--- config.mk ---
export PLATFORM = sky130hd
export DESIGN_NAME = adjacency_matrix_dfs
export DESIGN_NICKNAME = d
export VERILOG_FILES = /design/src/rtl/amdfs_pkg.sv /design/src/rtl/amdfs_front.sv /design/src/rtl/amdfs_queue.sv /design/src/rtl/amdfs_walk.sv /design/src/rtl/adjacency_matrix_dfs.sv
export SDC_FILE = /design/constraint.sdc
export NUM_CORES = 2
export LEC_CHECK = 0
export ABC_AREA = 1
export BUFFER_PORTS_ARGS = -buffer_cell sky130_fd_sc_hd__buf_4
export CAP_MARGIN = 10
export CELL_PAD_IN_SITES_DETAIL_PLACEMENT = 2
export CELL_PAD_IN_SITES_GLOBAL_PLACEMENT = 2
export CORE_UTILIZATION = 45
export CTS_BUF_LIST = sky130_fd_sc_hd__clkbuf_2 sky130_fd_sc_hd__clkbuf_4 sky130_fd_sc_hd__clkbuf_8
export DETAILED_ROUTE_END_ITERATION = 10
export PLACE_DENSITY = 0.86
export RECOVER_POWER = 25
export SETUP_SLACK_MARGIN = 0.3
export SLEW_MARGIN = 20
export SYNTH_ARGS = -nofsm -noshare
export SYNTH_HDL_FRONTEND = slang
export SYNTH_SLANG_ARGS = --single-unit
export TNS_END_PERCENT = 100
--- constraint.sdc ---
create_clock -name i_clk -period 12 [get_ports i_clk]
set_input_delay 2.4 -clock i_clk [delete_from_list [all_inputs] [get_ports i_clk]]
set_output_delay 2.4 -clock i_clk [all_outputs]
set_load 0.05 [all_outputs]
--- src/rtl/amdfs_pkg.sv ---
// Shared types and constants for the adjacency matrix depth-first walk block.
`default_nettype none
package amdfs_pkg;

    localparam int MAX_VERTICES = 16;
    localparam int VERT_W       = 4;
    localparam int CNT_W        = 5;
    localparam int WEIGHT_W     = 16;
    localparam int CFG_IDX_W    = 1;
    localparam int CFG_DATA_W   = 5;
    localparam int QUEUE_DEPTH  = 4;
    localparam int QPTR_W       = 2;
    localparam int QCNT_W       = 3;

    localparam logic [CFG_IDX_W-1:0] CFG_VERTEX_COUNT = 1'b0;
    localparam logic [CFG_IDX_W-1:0] CFG_START_VERTEX = 1'b1;

    localparam logic KIND_STATUS = 1'b0;
    localparam logic KIND_VISIT  = 1'b1;

    typedef logic [VERT_W-1:0]       t_vertex;
    typedef logic [MAX_VERTICES-1:0] t_vmask;

    typedef struct packed {
        logic [CNT_W-1:0] n;
        t_vertex          start_v;
    } t_cfg;

    typedef struct packed {
        t_vertex from_v;
        t_vertex to_v;
        logic    nz;
        logic    ok;
        logic    last;
    } t_edge;

    typedef struct packed {
        logic    kind;
        logic    ok;
        t_vertex vertex;
        logic    end_of_run;
    } t_result;

    typedef enum logic [1:0] {
        ST_IDLE,
        ST_INIT,
        ST_WALK
    } t_walk_state;

endpackage
`default_nettype wire

--- src/rtl/amdfs_front.sv ---
// Front end: configuration registers, item accept and edge classification.
`default_nettype none
module amdfs_front (
    input  wire                                i_clk,
    input  wire                                i_rst_n,
    input  wire                                i_cfg_we,
    input  wire [amdfs_pkg::CFG_IDX_W-1:0]     i_cfg_idx,
    input  wire [amdfs_pkg::CFG_DATA_W-1:0]    i_cfg_data,
    input  wire                                i_start,
    input  wire                                i_full,
    input  wire [amdfs_pkg::VERT_W-1:0]        i_from_vertex,
    input  wire [amdfs_pkg::VERT_W-1:0]        i_to_vertex,
    input  wire [amdfs_pkg::WEIGHT_W-1:0]      i_weight,
    input  wire                                i_last,
    output amdfs_pkg::t_cfg                    o_cfg,
    output logic                               o_push,
    output amdfs_pkg::t_edge                   o_edge
);

    logic [amdfs_pkg::CNT_W-1:0] r_vertex_count;
    amdfs_pkg::t_vertex          r_start_vertex;
    logic [amdfs_pkg::CNT_W-1:0] n_eff;

    always_ff @(posedge i_clk) begin
        if (!i_rst_n) begin
            r_vertex_count <= '0;
            r_start_vertex <= '0;
        end else if (i_cfg_we) begin
            unique case (i_cfg_idx)
                amdfs_pkg::CFG_VERTEX_COUNT: r_vertex_count <= i_cfg_data;
                amdfs_pkg::CFG_START_VERTEX:
                    r_start_vertex <= i_cfg_data[amdfs_pkg::VERT_W-1:0];
                default: ;
            endcase
        end
    end

    // counts beyond the matrix size clamp to it
    always_comb begin
        if (r_vertex_count > amdfs_pkg::CNT_W'(amdfs_pkg::MAX_VERTICES)) begin
            n_eff = amdfs_pkg::CNT_W'(amdfs_pkg::MAX_VERTICES);
        end else begin
            n_eff = r_vertex_count;
        end
    end

    assign o_cfg.n       = n_eff;
    assign o_cfg.start_v = r_start_vertex;

    assign o_push        = i_start && !i_full;
    assign o_edge.from_v = i_from_vertex;
    assign o_edge.to_v   = i_to_vertex;
    assign o_edge.nz     = (i_weight != '0);
    assign o_edge.ok     = ({1'b0, i_from_vertex} < n_eff) && ({1'b0, i_to_vertex} < n_eff);
    assign o_edge.last   = i_last;

endmodule
`default_nettype wire

--- src/rtl/amdfs_queue.sv ---
// Short item queue between the front end and the walk engine.
`default_nettype none
module amdfs_queue (
    input  wire               i_clk,
    input  wire               i_rst_n,
    input  wire               i_push,
    input  amdfs_pkg::t_edge  i_edge,
    input  wire               i_pop,
    output logic              o_full,
    output logic              o_empty,
    output amdfs_pkg::t_edge  o_head
);

    amdfs_pkg::t_edge                r_mem [amdfs_pkg::QUEUE_DEPTH];
    logic [amdfs_pkg::QPTR_W-1:0]    r_wr_ptr;
    logic [amdfs_pkg::QPTR_W-1:0]    r_rd_ptr;
    logic [amdfs_pkg::QCNT_W-1:0]    r_count;
    logic                            do_push;
    logic                            do_pop;

    assign o_full  = (r_count == amdfs_pkg::QCNT_W'(amdfs_pkg::QUEUE_DEPTH));
    assign o_empty = (r_count == '0);
    assign o_head  = r_mem[r_rd_ptr];
    assign do_push = i_push && !o_full;
    assign do_pop  = i_pop && !o_empty;

    always_ff @(posedge i_clk) begin
        if (do_push) begin
            r_mem[r_wr_ptr] <= i_edge;
        end
    end

    always_ff @(posedge i_clk) begin
        if (!i_rst_n) begin
            r_wr_ptr <= '0;
            r_rd_ptr <= '0;
            r_count  <= '0;
        end else begin
            if (do_push) begin
                r_wr_ptr <= r_wr_ptr + 1'b1;
            end
            if (do_pop) begin
                r_rd_ptr <= r_rd_ptr + 1'b1;
            end
            if (do_push && !do_pop) begin
                r_count <= r_count + 1'b1;
            end else if (do_pop && !do_push) begin
                r_count <= r_count - 1'b1;
            end
        end
    end

endmodule
`default_nettype wire

--- src/rtl/amdfs_walk.sv ---
// Back end: edge matrix, depth-first walk engine and result register.
`default_nettype none
module amdfs_walk (
    input  wire               i_clk,
    input  wire               i_rst_n,
    input  amdfs_pkg::t_cfg   i_cfg,
    input  wire               i_empty,
    input  amdfs_pkg::t_edge  i_head,
    output logic              o_pop,
    output logic              o_valid,
    output amdfs_pkg::t_result o_result
);

    amdfs_pkg::t_walk_state      r_state;
    amdfs_pkg::t_walk_state      n_state;
    // row i holds edges i->j, col j holds the same bits transposed
    amdfs_pkg::t_vmask           r_row [amdfs_pkg::MAX_VERTICES];
    amdfs_pkg::t_vmask           r_col [amdfs_pkg::MAX_VERTICES];
    amdfs_pkg::t_vmask           r_visited;
    amdfs_pkg::t_vertex          r_stack [amdfs_pkg::MAX_VERTICES];
    logic [amdfs_pkg::CNT_W-1:0] r_depth;
    amdfs_pkg::t_result          r_pend;
    amdfs_pkg::t_result          r_out;
    logic                        r_out_valid;

    logic [amdfs_pkg::CNT_W-1:0] top_idx;
    amdfs_pkg::t_vertex          top_v;
    amdfs_pkg::t_vmask           in_range;
    amdfs_pkg::t_vmask           cand;
    logic                        found;
    amdfs_pkg::t_vertex          found_j;
    logic                        start_ok;
    logic                        walk_done;
    logic                        clear_all;
    logic                        emit;
    amdfs_pkg::t_result          emit_res;

    assign top_idx   = r_depth - 1'b1;
    assign top_v     = r_stack[top_idx[amdfs_pkg::VERT_W-1:0]];
    assign start_ok  = ({1'b0, i_cfg.start_v} < i_cfg.n);
    assign walk_done = (r_depth == '0);

    always_comb begin
        for (int k = 0; k < amdfs_pkg::MAX_VERTICES; k++) begin
            in_range[k] = (amdfs_pkg::CNT_W'(k) < i_cfg.n);
        end
    end

    assign cand = (r_row[top_v] ^ r_col[top_v]) & ~r_visited & in_range;

    always_comb begin
        found   = 1'b0;
        found_j = '0;
        for (int k = amdfs_pkg::MAX_VERTICES - 1; k >= 0; k--) begin
            if (cand[k]) begin
                found   = 1'b1;
                found_j = amdfs_pkg::VERT_W'(k);
            end
        end
    end

    always_comb begin
        n_state = r_state;
        unique case (r_state)
            amdfs_pkg::ST_IDLE: begin
                if (!i_empty && i_head.last) begin
                    n_state = amdfs_pkg::ST_INIT;
                end
            end
            amdfs_pkg::ST_INIT: begin
                n_state = start_ok ? amdfs_pkg::ST_WALK : amdfs_pkg::ST_IDLE;
            end
            amdfs_pkg::ST_WALK: begin
                if (walk_done) begin
                    n_state = amdfs_pkg::ST_IDLE;
                end
            end
            default: n_state = amdfs_pkg::ST_IDLE;
        endcase
    end

    always_comb begin
        o_pop     = 1'b0;
        clear_all = 1'b0;
        emit      = 1'b0;
        emit_res  = r_pend;
        unique case (r_state)
            amdfs_pkg::ST_IDLE: begin
                o_pop               = !i_empty;
                emit                = !i_empty && !i_head.last;
                emit_res.kind       = amdfs_pkg::KIND_STATUS;
                emit_res.ok         = i_head.ok;
                emit_res.vertex     = '0;
                emit_res.end_of_run = 1'b1;
            end
            amdfs_pkg::ST_INIT: begin
                emit                = !start_ok;
                clear_all           = !start_ok;
                emit_res.end_of_run = 1'b1;
            end
            amdfs_pkg::ST_WALK: begin
                emit                = walk_done || found;
                clear_all           = walk_done;
                emit_res.end_of_run = walk_done;
            end
            default: ;
        endcase
    end

    always_ff @(posedge i_clk) begin
        if (!i_rst_n) begin
            r_state     <= amdfs_pkg::ST_IDLE;
            r_visited   <= '0;
            r_depth     <= '0;
            r_out_valid <= 1'b0;
            for (int i = 0; i < amdfs_pkg::MAX_VERTICES; i++) begin
                r_row[i] <= '0;
                r_col[i] <= '0;
            end
        end else begin
            r_state     <= n_state;
            r_out_valid <= emit;
            if (clear_all) begin
                r_visited <= '0;
                r_depth   <= '0;
                for (int i = 0; i < amdfs_pkg::MAX_VERTICES; i++) begin
                    r_row[i] <= '0;
                    r_col[i] <= '0;
                end
            end else begin
                unique case (r_state)
                    amdfs_pkg::ST_IDLE: begin
                        if (!i_empty && i_head.ok) begin
                            r_row[i_head.from_v][i_head.to_v] <= i_head.nz;
                            r_col[i_head.to_v][i_head.from_v] <= i_head.nz;
                        end
                    end
                    amdfs_pkg::ST_INIT: begin
                        r_visited <= amdfs_pkg::t_vmask'(1) << i_cfg.start_v;
                        r_depth   <= amdfs_pkg::CNT_W'(1);
                    end
                    amdfs_pkg::ST_WALK: begin
                        if (found) begin
                            r_visited[found_j] <= 1'b1;
                            if (!r_depth[amdfs_pkg::CNT_W-1]) begin
                                r_depth <= r_depth + 1'b1;
                            end
                        end else begin
                            r_depth <= r_depth - 1'b1;
                        end
                    end
                    default: ;
                endcase
            end
        end
    end

    always_ff @(posedge i_clk) begin
        if (emit) begin
            r_out <= emit_res;
        end
        unique case (r_state)
            amdfs_pkg::ST_IDLE: begin
                r_pend.kind       <= amdfs_pkg::KIND_STATUS;
                r_pend.ok         <= i_head.ok;
                r_pend.vertex     <= '0;
                r_pend.end_of_run <= 1'b0;
            end
            amdfs_pkg::ST_INIT: begin
                r_stack[0] <= i_cfg.start_v;
            end
            amdfs_pkg::ST_WALK: begin
                if (found) begin
                    r_pend.kind       <= amdfs_pkg::KIND_VISIT;
                    r_pend.ok         <= 1'b0;
                    r_pend.vertex     <= found_j;
                    r_pend.end_of_run <= 1'b0;
                    if (!r_depth[amdfs_pkg::CNT_W-1]) begin
                        r_stack[r_depth[amdfs_pkg::VERT_W-1:0]] <= found_j;
                    end
                end
            end
            default: ;
        endcase
    end

    assign o_valid  = r_out_valid;
    assign o_result = r_out;

endmodule
`default_nettype wire

--- src/rtl/adjacency_matrix_dfs.sv ---
// Top level of the adjacency matrix depth-first walk block.
// An edge item's status passes through the item queue and the result register; edges stream
// at one per cycle while busy is low. An item with last runs the walk: setup, then steps that
// each visit a vertex or backtrack till the stack empties; the final result carries end_of_run.
// busy is high while the four-entry item queue is full.
// Synchronous active-low reset clears configuration, the edge matrix and the queue.
`default_nettype none
module adjacency_matrix_dfs (
    input  wire                              i_clk,
    input  wire                              i_rst_n,
    input  wire                              i_cfg_we,
    input  wire [amdfs_pkg::CFG_IDX_W-1:0]   i_cfg_idx,
    input  wire [amdfs_pkg::CFG_DATA_W-1:0]  i_cfg_data,
    input  wire                              start,
    output logic                             busy,
    input  wire [amdfs_pkg::VERT_W-1:0]      i_from_vertex,
    input  wire [amdfs_pkg::VERT_W-1:0]      i_to_vertex,
    input  wire [amdfs_pkg::WEIGHT_W-1:0]    i_weight,
    input  wire                              i_last,
    output logic                             o_valid,
    output logic                             o_kind,
    output logic                             o_ok,
    output logic [amdfs_pkg::VERT_W-1:0]     o_vertex,
    output logic                             o_end_of_run
);

    amdfs_pkg::t_cfg    cfg;
    amdfs_pkg::t_edge   push_edge;
    amdfs_pkg::t_edge   head;
    amdfs_pkg::t_result result;
    logic               push;
    logic               pop;
    logic               full;
    logic               empty;

    amdfs_front u_front (
        .i_clk         (i_clk),
        .i_rst_n       (i_rst_n),
        .i_cfg_we      (i_cfg_we),
        .i_cfg_idx     (i_cfg_idx),
        .i_cfg_data    (i_cfg_data),
        .i_start       (start),
        .i_full        (full),
        .i_from_vertex (i_from_vertex),
        .i_to_vertex   (i_to_vertex),
        .i_weight      (i_weight),
        .i_last        (i_last),
        .o_cfg         (cfg),
        .o_push        (push),
        .o_edge        (push_edge)
    );

    amdfs_queue u_queue (
        .i_clk   (i_clk),
        .i_rst_n (i_rst_n),
        .i_push  (push),
        .i_edge  (push_edge),
        .i_pop   (pop),
        .o_full  (full),
        .o_empty (empty),
        .o_head  (head)
    );

    amdfs_walk u_walk (
        .i_clk    (i_clk),
        .i_rst_n  (i_rst_n),
        .i_cfg    (cfg),
        .i_empty  (empty),
        .i_head   (head),
        .o_pop    (pop),
        .o_valid  (o_valid),
        .o_result (result)
    );

    assign busy         = full;
    assign o_kind       = result.kind;
    assign o_ok         = result.ok;
    assign o_vertex     = result.vertex;
    assign o_end_of_run = result.end_of_run;

endmodule
`default_nettype wire

After elaboration in Yosys (flattened, before gate mapping). Memory sizes are Yosys's and may differ from the RTL's. A register that Yosys moved wholly into a read port is not among the register bits. Index checks and enable logic that the tools add are counted.

Register bits after elaboration: 54. Bits in writable memories: 620. Input port bits: 35. Output and inout bits: 9. Memories kept: 4.

Memories: u_walk.r_col (words 16, width 16, read ports 1, clocked after memory_dff 0, wr ports 16, RTL line amdfs_walk.sv:18) `amdfs_pkg::t_vmask r_col [amdfs_pkg::MAX_VERTICES];`; u_walk.r_row (words 16, width 16, read ports 1, clocked after memory_dff 0, wr ports 16, RTL line amdfs_walk.sv:17) `amdfs_pkg::t_vmask r_row [amdfs_pkg::MAX_VERTICES];`; u_walk.r_stack (words 16, width 4, read ports 1, clocked after memory_dff 0, wr ports 1, RTL line amdfs_walk.sv:20) `amdfs_pkg::t_vertex r_stack [amdfs_pkg::MAX_VERTICES];`; u_queue.r_mem (words 4, width 11, read ports 1, clocked after memory_dff 1, wr ports 1, RTL line amdfs_queue.sv:14) `amdfs_pkg::t_edge r_mem [amdfs_pkg::QUEUE_DEPTH];`.

Add/subtract/negate cells: 6. Order comparisons: 26. Eq/ne operators: 7. Shifts and indexed selects: 1. Mux-type cells: 118. Bitwise logic cells: 39. Reduce and logical (&&, ||, !) cells: 37.

Operators by type and width (number): $mux W16 (39); $mux W4 (20); $lt A4 B5 Y1 const A (8); $mux W1 (37); $and A16 B16 Y16 (2); $or A1 B1 Y1 (32); $pmux W16 S2 (1); $reduce_or A16 Y1 (2); $lt A3 B5 Y1 const A (4); $mux W5 (4); $not A16 Y16 (1); $or A16 B16 Y16 (1); $reduce_bool A16 Y1 (1); $shl A1 B4 Y16 const A (1); $xor A16 B16 Y16 (1); $lt A4 B5 Y1 (3); $lt A4 B5 Y1 const B (3); $pmux W7 S2 (1); $demux W1 S4 (3); $ge A4 B1 Y1 const B (3); $logic_and A1 B1 Y1 (12); $reduce_and A2 Y1 (6); $lt A1 B5 Y1 const A (2); $lt A2 B5 Y1 const A (2); other kinds (27) (45).

Depth between registers and ports, before layout. An unclocked memory read counts as a cell.

Word-level depth: 29. Depth in mapped cells: 41.

Modules after synthesis. A second synthesis with hierarchy kept.

Cells, all modules: 3825. Area total of the unflattened synthesis: 35223.8 um^2.

By module, submodules not included: amdfs_walk (times used 1, cells an instance 3541, area each 32387.3 um^2, sequential area each 18167.4 um^2); amdfs_queue (times used 1, cells an instance 177, area each 2163.3 um^2, sequential area each 1501.4 um^2); amdfs_front (times used 1, cells an instance 107, area each 673.1 um^2, sequential area each 180.2 um^2).

Worst setup path after synthesis. No wires, ideal clock.

Path kind: register to register. Start: register u_walk.r_depth[0] (netlist bit). End: memory u_walk.r_stack[0][0] (netlist bit), data pin. Arrival time: 4.170 ns. Required time: 11.670 ns. Path slack: 7.499 ns. Cell stages (with the launch flop): 28. Path buffers: 5. Clock period less this slack: 4.501 ns. Cells stage by stage: dfxtp_1 -> inv_2 -> buf_4 -> buf_4 -> ha_1 -> buf_2 -> inv_2 -> buf_4 -> nand3_1 -> nand3_1 -> nand3_1 -> nand2_2 -> clkbuf_1 -> o211ai_1 -> o211ai_1 -> o21ai_1 -> mux2i_1 -> xnor2_1 -> nand3_1 -> nand2_1 -> nor2_1 -> nand2_2 -> nor2_4 -> nor2_4 -> inv_2 -> nor2_4 -> inv_2 -> o21ai_0.

Longest elaborated chain between the ends: 27. Elaborated cells between the ends (all ways): 44. Those cells by class: add/sub (1); mux (36); bitwise (3); reduce/logical (1); memory (3).

Ends and longest elaborated chain: start, declared (RTL line amdfs_walk.sv:21) `logic [amdfs_pkg::CNT_W-1:0] r_depth;`; start signal, assigned (RTL line amdfs_walk.sv:140) `r_depth <= amdfs_pkg::CNT_W'(1);`; start signal, assigned (RTL line amdfs_walk.sv:146) `r_depth <= r_depth + 1'b1;`; start signal, assigned (RTL line amdfs_walk.sv:149) `r_depth <= r_depth - 1'b1;`; $sub A5 B1 Y5 *; $mem_v2 Z16 W4 *; $mem_v2 Z16 W16, on equally long branches; $xor A16 B16 Y16 * (RTL line amdfs_walk.sv:49) `assign cand = (r_row[top_v] ^ r_col[top_v]) & ~r_visited & in_range;`; $and A16 B16 Y16 * (2 in a row) (RTL line amdfs_walk.sv:49); $mux W1 (16 in a row) (RTL line amdfs_walk.sv:55) `if (cand[k]) begin`; $mux W1 (RTL line amdfs_walk.sv:173) `if (found) begin`; $mux W1 (RTL line amdfs_walk.sv:162) `unique case (r_state)`; $mux W1 (not written as such) (RTL line amdfs_walk.sv:179) `r_stack[r_depth[amdfs_pkg::VERT_W-1:0]] <= found_j;`; $reduce_or A4 Y1 (no source line); $mux W4 (no source line) *; end, declared (RTL line amdfs_walk.sv:20).

Every way passes the cells marked *; elsewhere a longest branch is shown, timed or not.

Worst setup path in the final report.
Start: register u_walk.r_depth[0] (netlist bit). End: memory u_walk.r_stack[10][0] (netlist bit), data pin.

The elaborated chain is that of the path after synthesis.

==> results.json <==
{
  "nNetsFinal": 3688,
  "r2r_end": "u_walk.r_stack[10][0]",
  "dr.pass1.iters": 6,
  "layout_setup_ws_ns": 2.67,
  "synth_top_area_share_pct": 54.2,
  "endpoint": "u_walk.r_stack[10][0]",
  "syn_area_sq_mm": 0.0351,
  "grt_max_degree": 186,
  "skew_ns": 0.0770,
  "drt_iter0_markers": 3096,
  "r2r_slack_ns": 2.67,
  "synth-edff-count": 633,
  "max_freq_mhz": 107,
  "grt_pass1_wl_um": 213000,
  "rows": 102,
  "finalCoreUtilization_pct": 48.8,
  "via_per_inst": 6.55,
  "die_w_um": 281,
  "fillers": 8136,
  "cp-start-kind": "flop",
  "setup_viol": 0,
  "synth_nets": 3902,
  "relSlewSlack_pct": -163,
  "antenna_found_initial": 4,
  "yosysWarnings": 0,
  "post-dp-hpwl_um": 76100,
  "numCtsBuffers": 118,
  "synth.avg_cell_area_sq_um": 9.12,
  "path_clk_slew_ns": 0.08,
  "end_kind": "flop",
  "slowest_stage": "o21ai_1",
  "holdBufCountCts": 0,
  "status": "finished with violations",
  "start_util_pct": 45.4,
  "startpoint": "u_walk.r_depth[0]",
  "synth_commonest_cells": "edfxtp_1 (633), o21ai_0 (598), nand2_1 (549), nor3_1 (520), nand3_1 (369)",
  "grt_pass1_vias": 34110,
  "final.setup.tns_ns": 0,
  "avgRoutedWirePerCell_um": 29.9,
  "cts_resized": 0,
  "cts_tree": "yes",
  "crit_type": "flop to flop",
  "cpMostUsedCell": "nand3_1",
  "fin_crit_ns": 9.33,
  "r2r-start": "u_walk.r_depth[0]",
  "syn_inst": 3846,
  "synth_ff_type": "edfxtp_1",
  "area_growth_pct": 7.54,
  "ioPinCount": 44,
  "rsz0062_at_grt": "false",
  "cp.arrival_ns": 9.70,
  "antenna_left": 0,
  "wl_um": 143000,
  "vias": 31312,
  "synth_cell_type_count": 52,
  "max_cap_violations": 11,
  "drcViolationCount": 0,
  "grt_overflow": 0,
  "cts_setup_buffers": 0,
  "hold_viol": 0,
  "drive_gt1_share_pct": 8.78,
  "ys_ff_latch": 675,
  "gp_congestion": 0.896,
  "yosysMostFrequentCell": "edfxtp_1",
  "fin_crit_sh_pct": 77.7,
  "hold_path_class": "flop to flop",
  "violations": "capacitance limit, slew limit",
  "worstSkewPairLatency_ns": 0.80,
  "dp_worst_setup_slack_ns": 3.40,
  "worstPathRequired_ns": 12.38,
  "cts-root-buf": "clkbuf_8",
  "cp_max_fo": 123,
  "layout.area.seq_sq_mm": 0.0198,
  "die_height_um": 281,
  "max_stage_delay_ns": 0.85,
  "synth_area_leaders": "edfxtp_1 (54%), o21ai_0 (8.5%), nor3_1 (7.4%)",
  "multi_input_area_sq_mm": 0.0128,
  "clock-sinks": 675,
  "grt_usage_pct": 35.8,
  "portBuffers": 43,
  "slew_violations": 624,
  "core-area_sq_mm": 0.0773,
  "ys_async_sr_fraction_pct": 0,
  "r2r_cells": 25,
  "clockBufferDepth": 3,
  "ys_seq_area_share_pct": 56.6,
  "yosysTopAreaCell": "edfxtp_1",
  "die-area_sq_mm": 0.0791,
  "htreeDepth": 3,
  "tightestPinTransition_ns": 3.94
}
==> worst max-delay path, delay by kind of cell, from the launching register on <==
kind / cells / cell delay [ns]
xor+xnor: 1 / 0.67
fa+ha+maj: 1 / 0.78
flops: 1 / 0.32
buf+inv: 6 / 2.64
compound gates: 1 / 0.85
simple gates: 16 / 3.32
==> worst min path at each step <==
| stage | startpoint | endpoint | slack (ns) | depth (start not counted) |
|---|---|---|---|---|
| after detailed placement | u_queue.r_rd_ptr[0] | u_queue.r_rd_ptr[0] | 0.47 | 1 |
| final | u_queue.r_rd_ptr[0] | u_queue.r_rd_ptr[0] | 0.54 | 1 |
| after global placement | u_queue.r_rd_ptr[1] | u_queue.r_rd_ptr[1] | 0.46 | 2 |
| after global routing | u_walk.r_visited[10] | u_walk.r_visited[10] | 0.56 | 2 |
| after floorplan | u_queue.r_rd_ptr[1] | flop | 0.44 | 2 |
| after CTS | u_queue.r_rd_ptr[0] | u_queue.r_rd_ptr[0] | 0.53 | 1 |
==> cell families after synthesis <==
group / synth area share [%]
and+or+nand+nor: 22.2
AOI/OAI and AO/OA: 12.7
DFF: 56.6
buffers and inverters: 7.03
adders and majority gates: 0.771
muxes: 0.542
xor gates and xnor gates: 0.200
==> per-stage QoR <==
stage	hold slack, ns	std cells	cell area [sq um]
finish	0.538	4779	37700
global route	0.560	4778	37700
CTS	0.530	4775	37800
detailed placement	0.472	4551	35400
global placement	0.458	4551	35400
floorplan	0.436	3846	35100
==> routing by layer <==
metal / GRT usage (%) / part of all wire (%) / vias to the layer above
met1: 42.5 / 38 / 16108
met2: 62.3 / 50 / 1428
met5: 0 / 0.0070 / -
li1: - / - / 13302
met4: 18.2 / 5.2 / 2
met3: 5.78 / 6.9 / 472
==> cell usage in the layout, fill, tap and decap left out, types with 12 or more instances in the layout <==
master,netlist,final
ha_1,20,20
nand3_1,369,366
o21ai_1,41,42
clkbuf_1,333,30
buf_4,19,65
clkbuf_8,0,126
o211ai_1,48,48
dfxtp_1,42,42
clkinv_1,6,39
inv_2,14,25
nand3b_1,12,12
nand4_1,19,19
clkbuf_4,0,46
nor2_1,190,190
nor3_1,520,520
or2_2,12,12
edfxtp_1,633,633
o221ai_1,22,22
a21oi_1,61,61
o21ai_0,598,597
nand2_1,549,544
mux2i_1,19,19
inv_1,138,125
==> area by class of cell <==
type / count / area share, %
inverter: 160 / 1.65
clock inverter: 54 / 1.01
sequential: 675 / 52.6
tap: 1040 / 3.45
clock buffer: 170 / 5.47
antenna: 3 / 0.0199
multi-input combinational: 2577 / 34.0
timing repair buffer: 100 / 1.79
==> sequential cells by signal (all words and copies together), names as in the netlist, 3 cells and up, named ones only <==
signal	flops
u_walk.r_depth	5
u_front.r_start_vertex	4
u_walk.r_visited	16
u_walk.o_result	7
u_queue.r_count	3
u_walk.r_stack	64
u_walk.r_col	256
u_walk.r_row	256
u_queue.r_mem	44
u_walk.r_pend	6
u_front.r_vertex_count	5
Power is not shown: default switching activity piles up to over one toggle a cycle in this logic, so the estimate is an artifact.
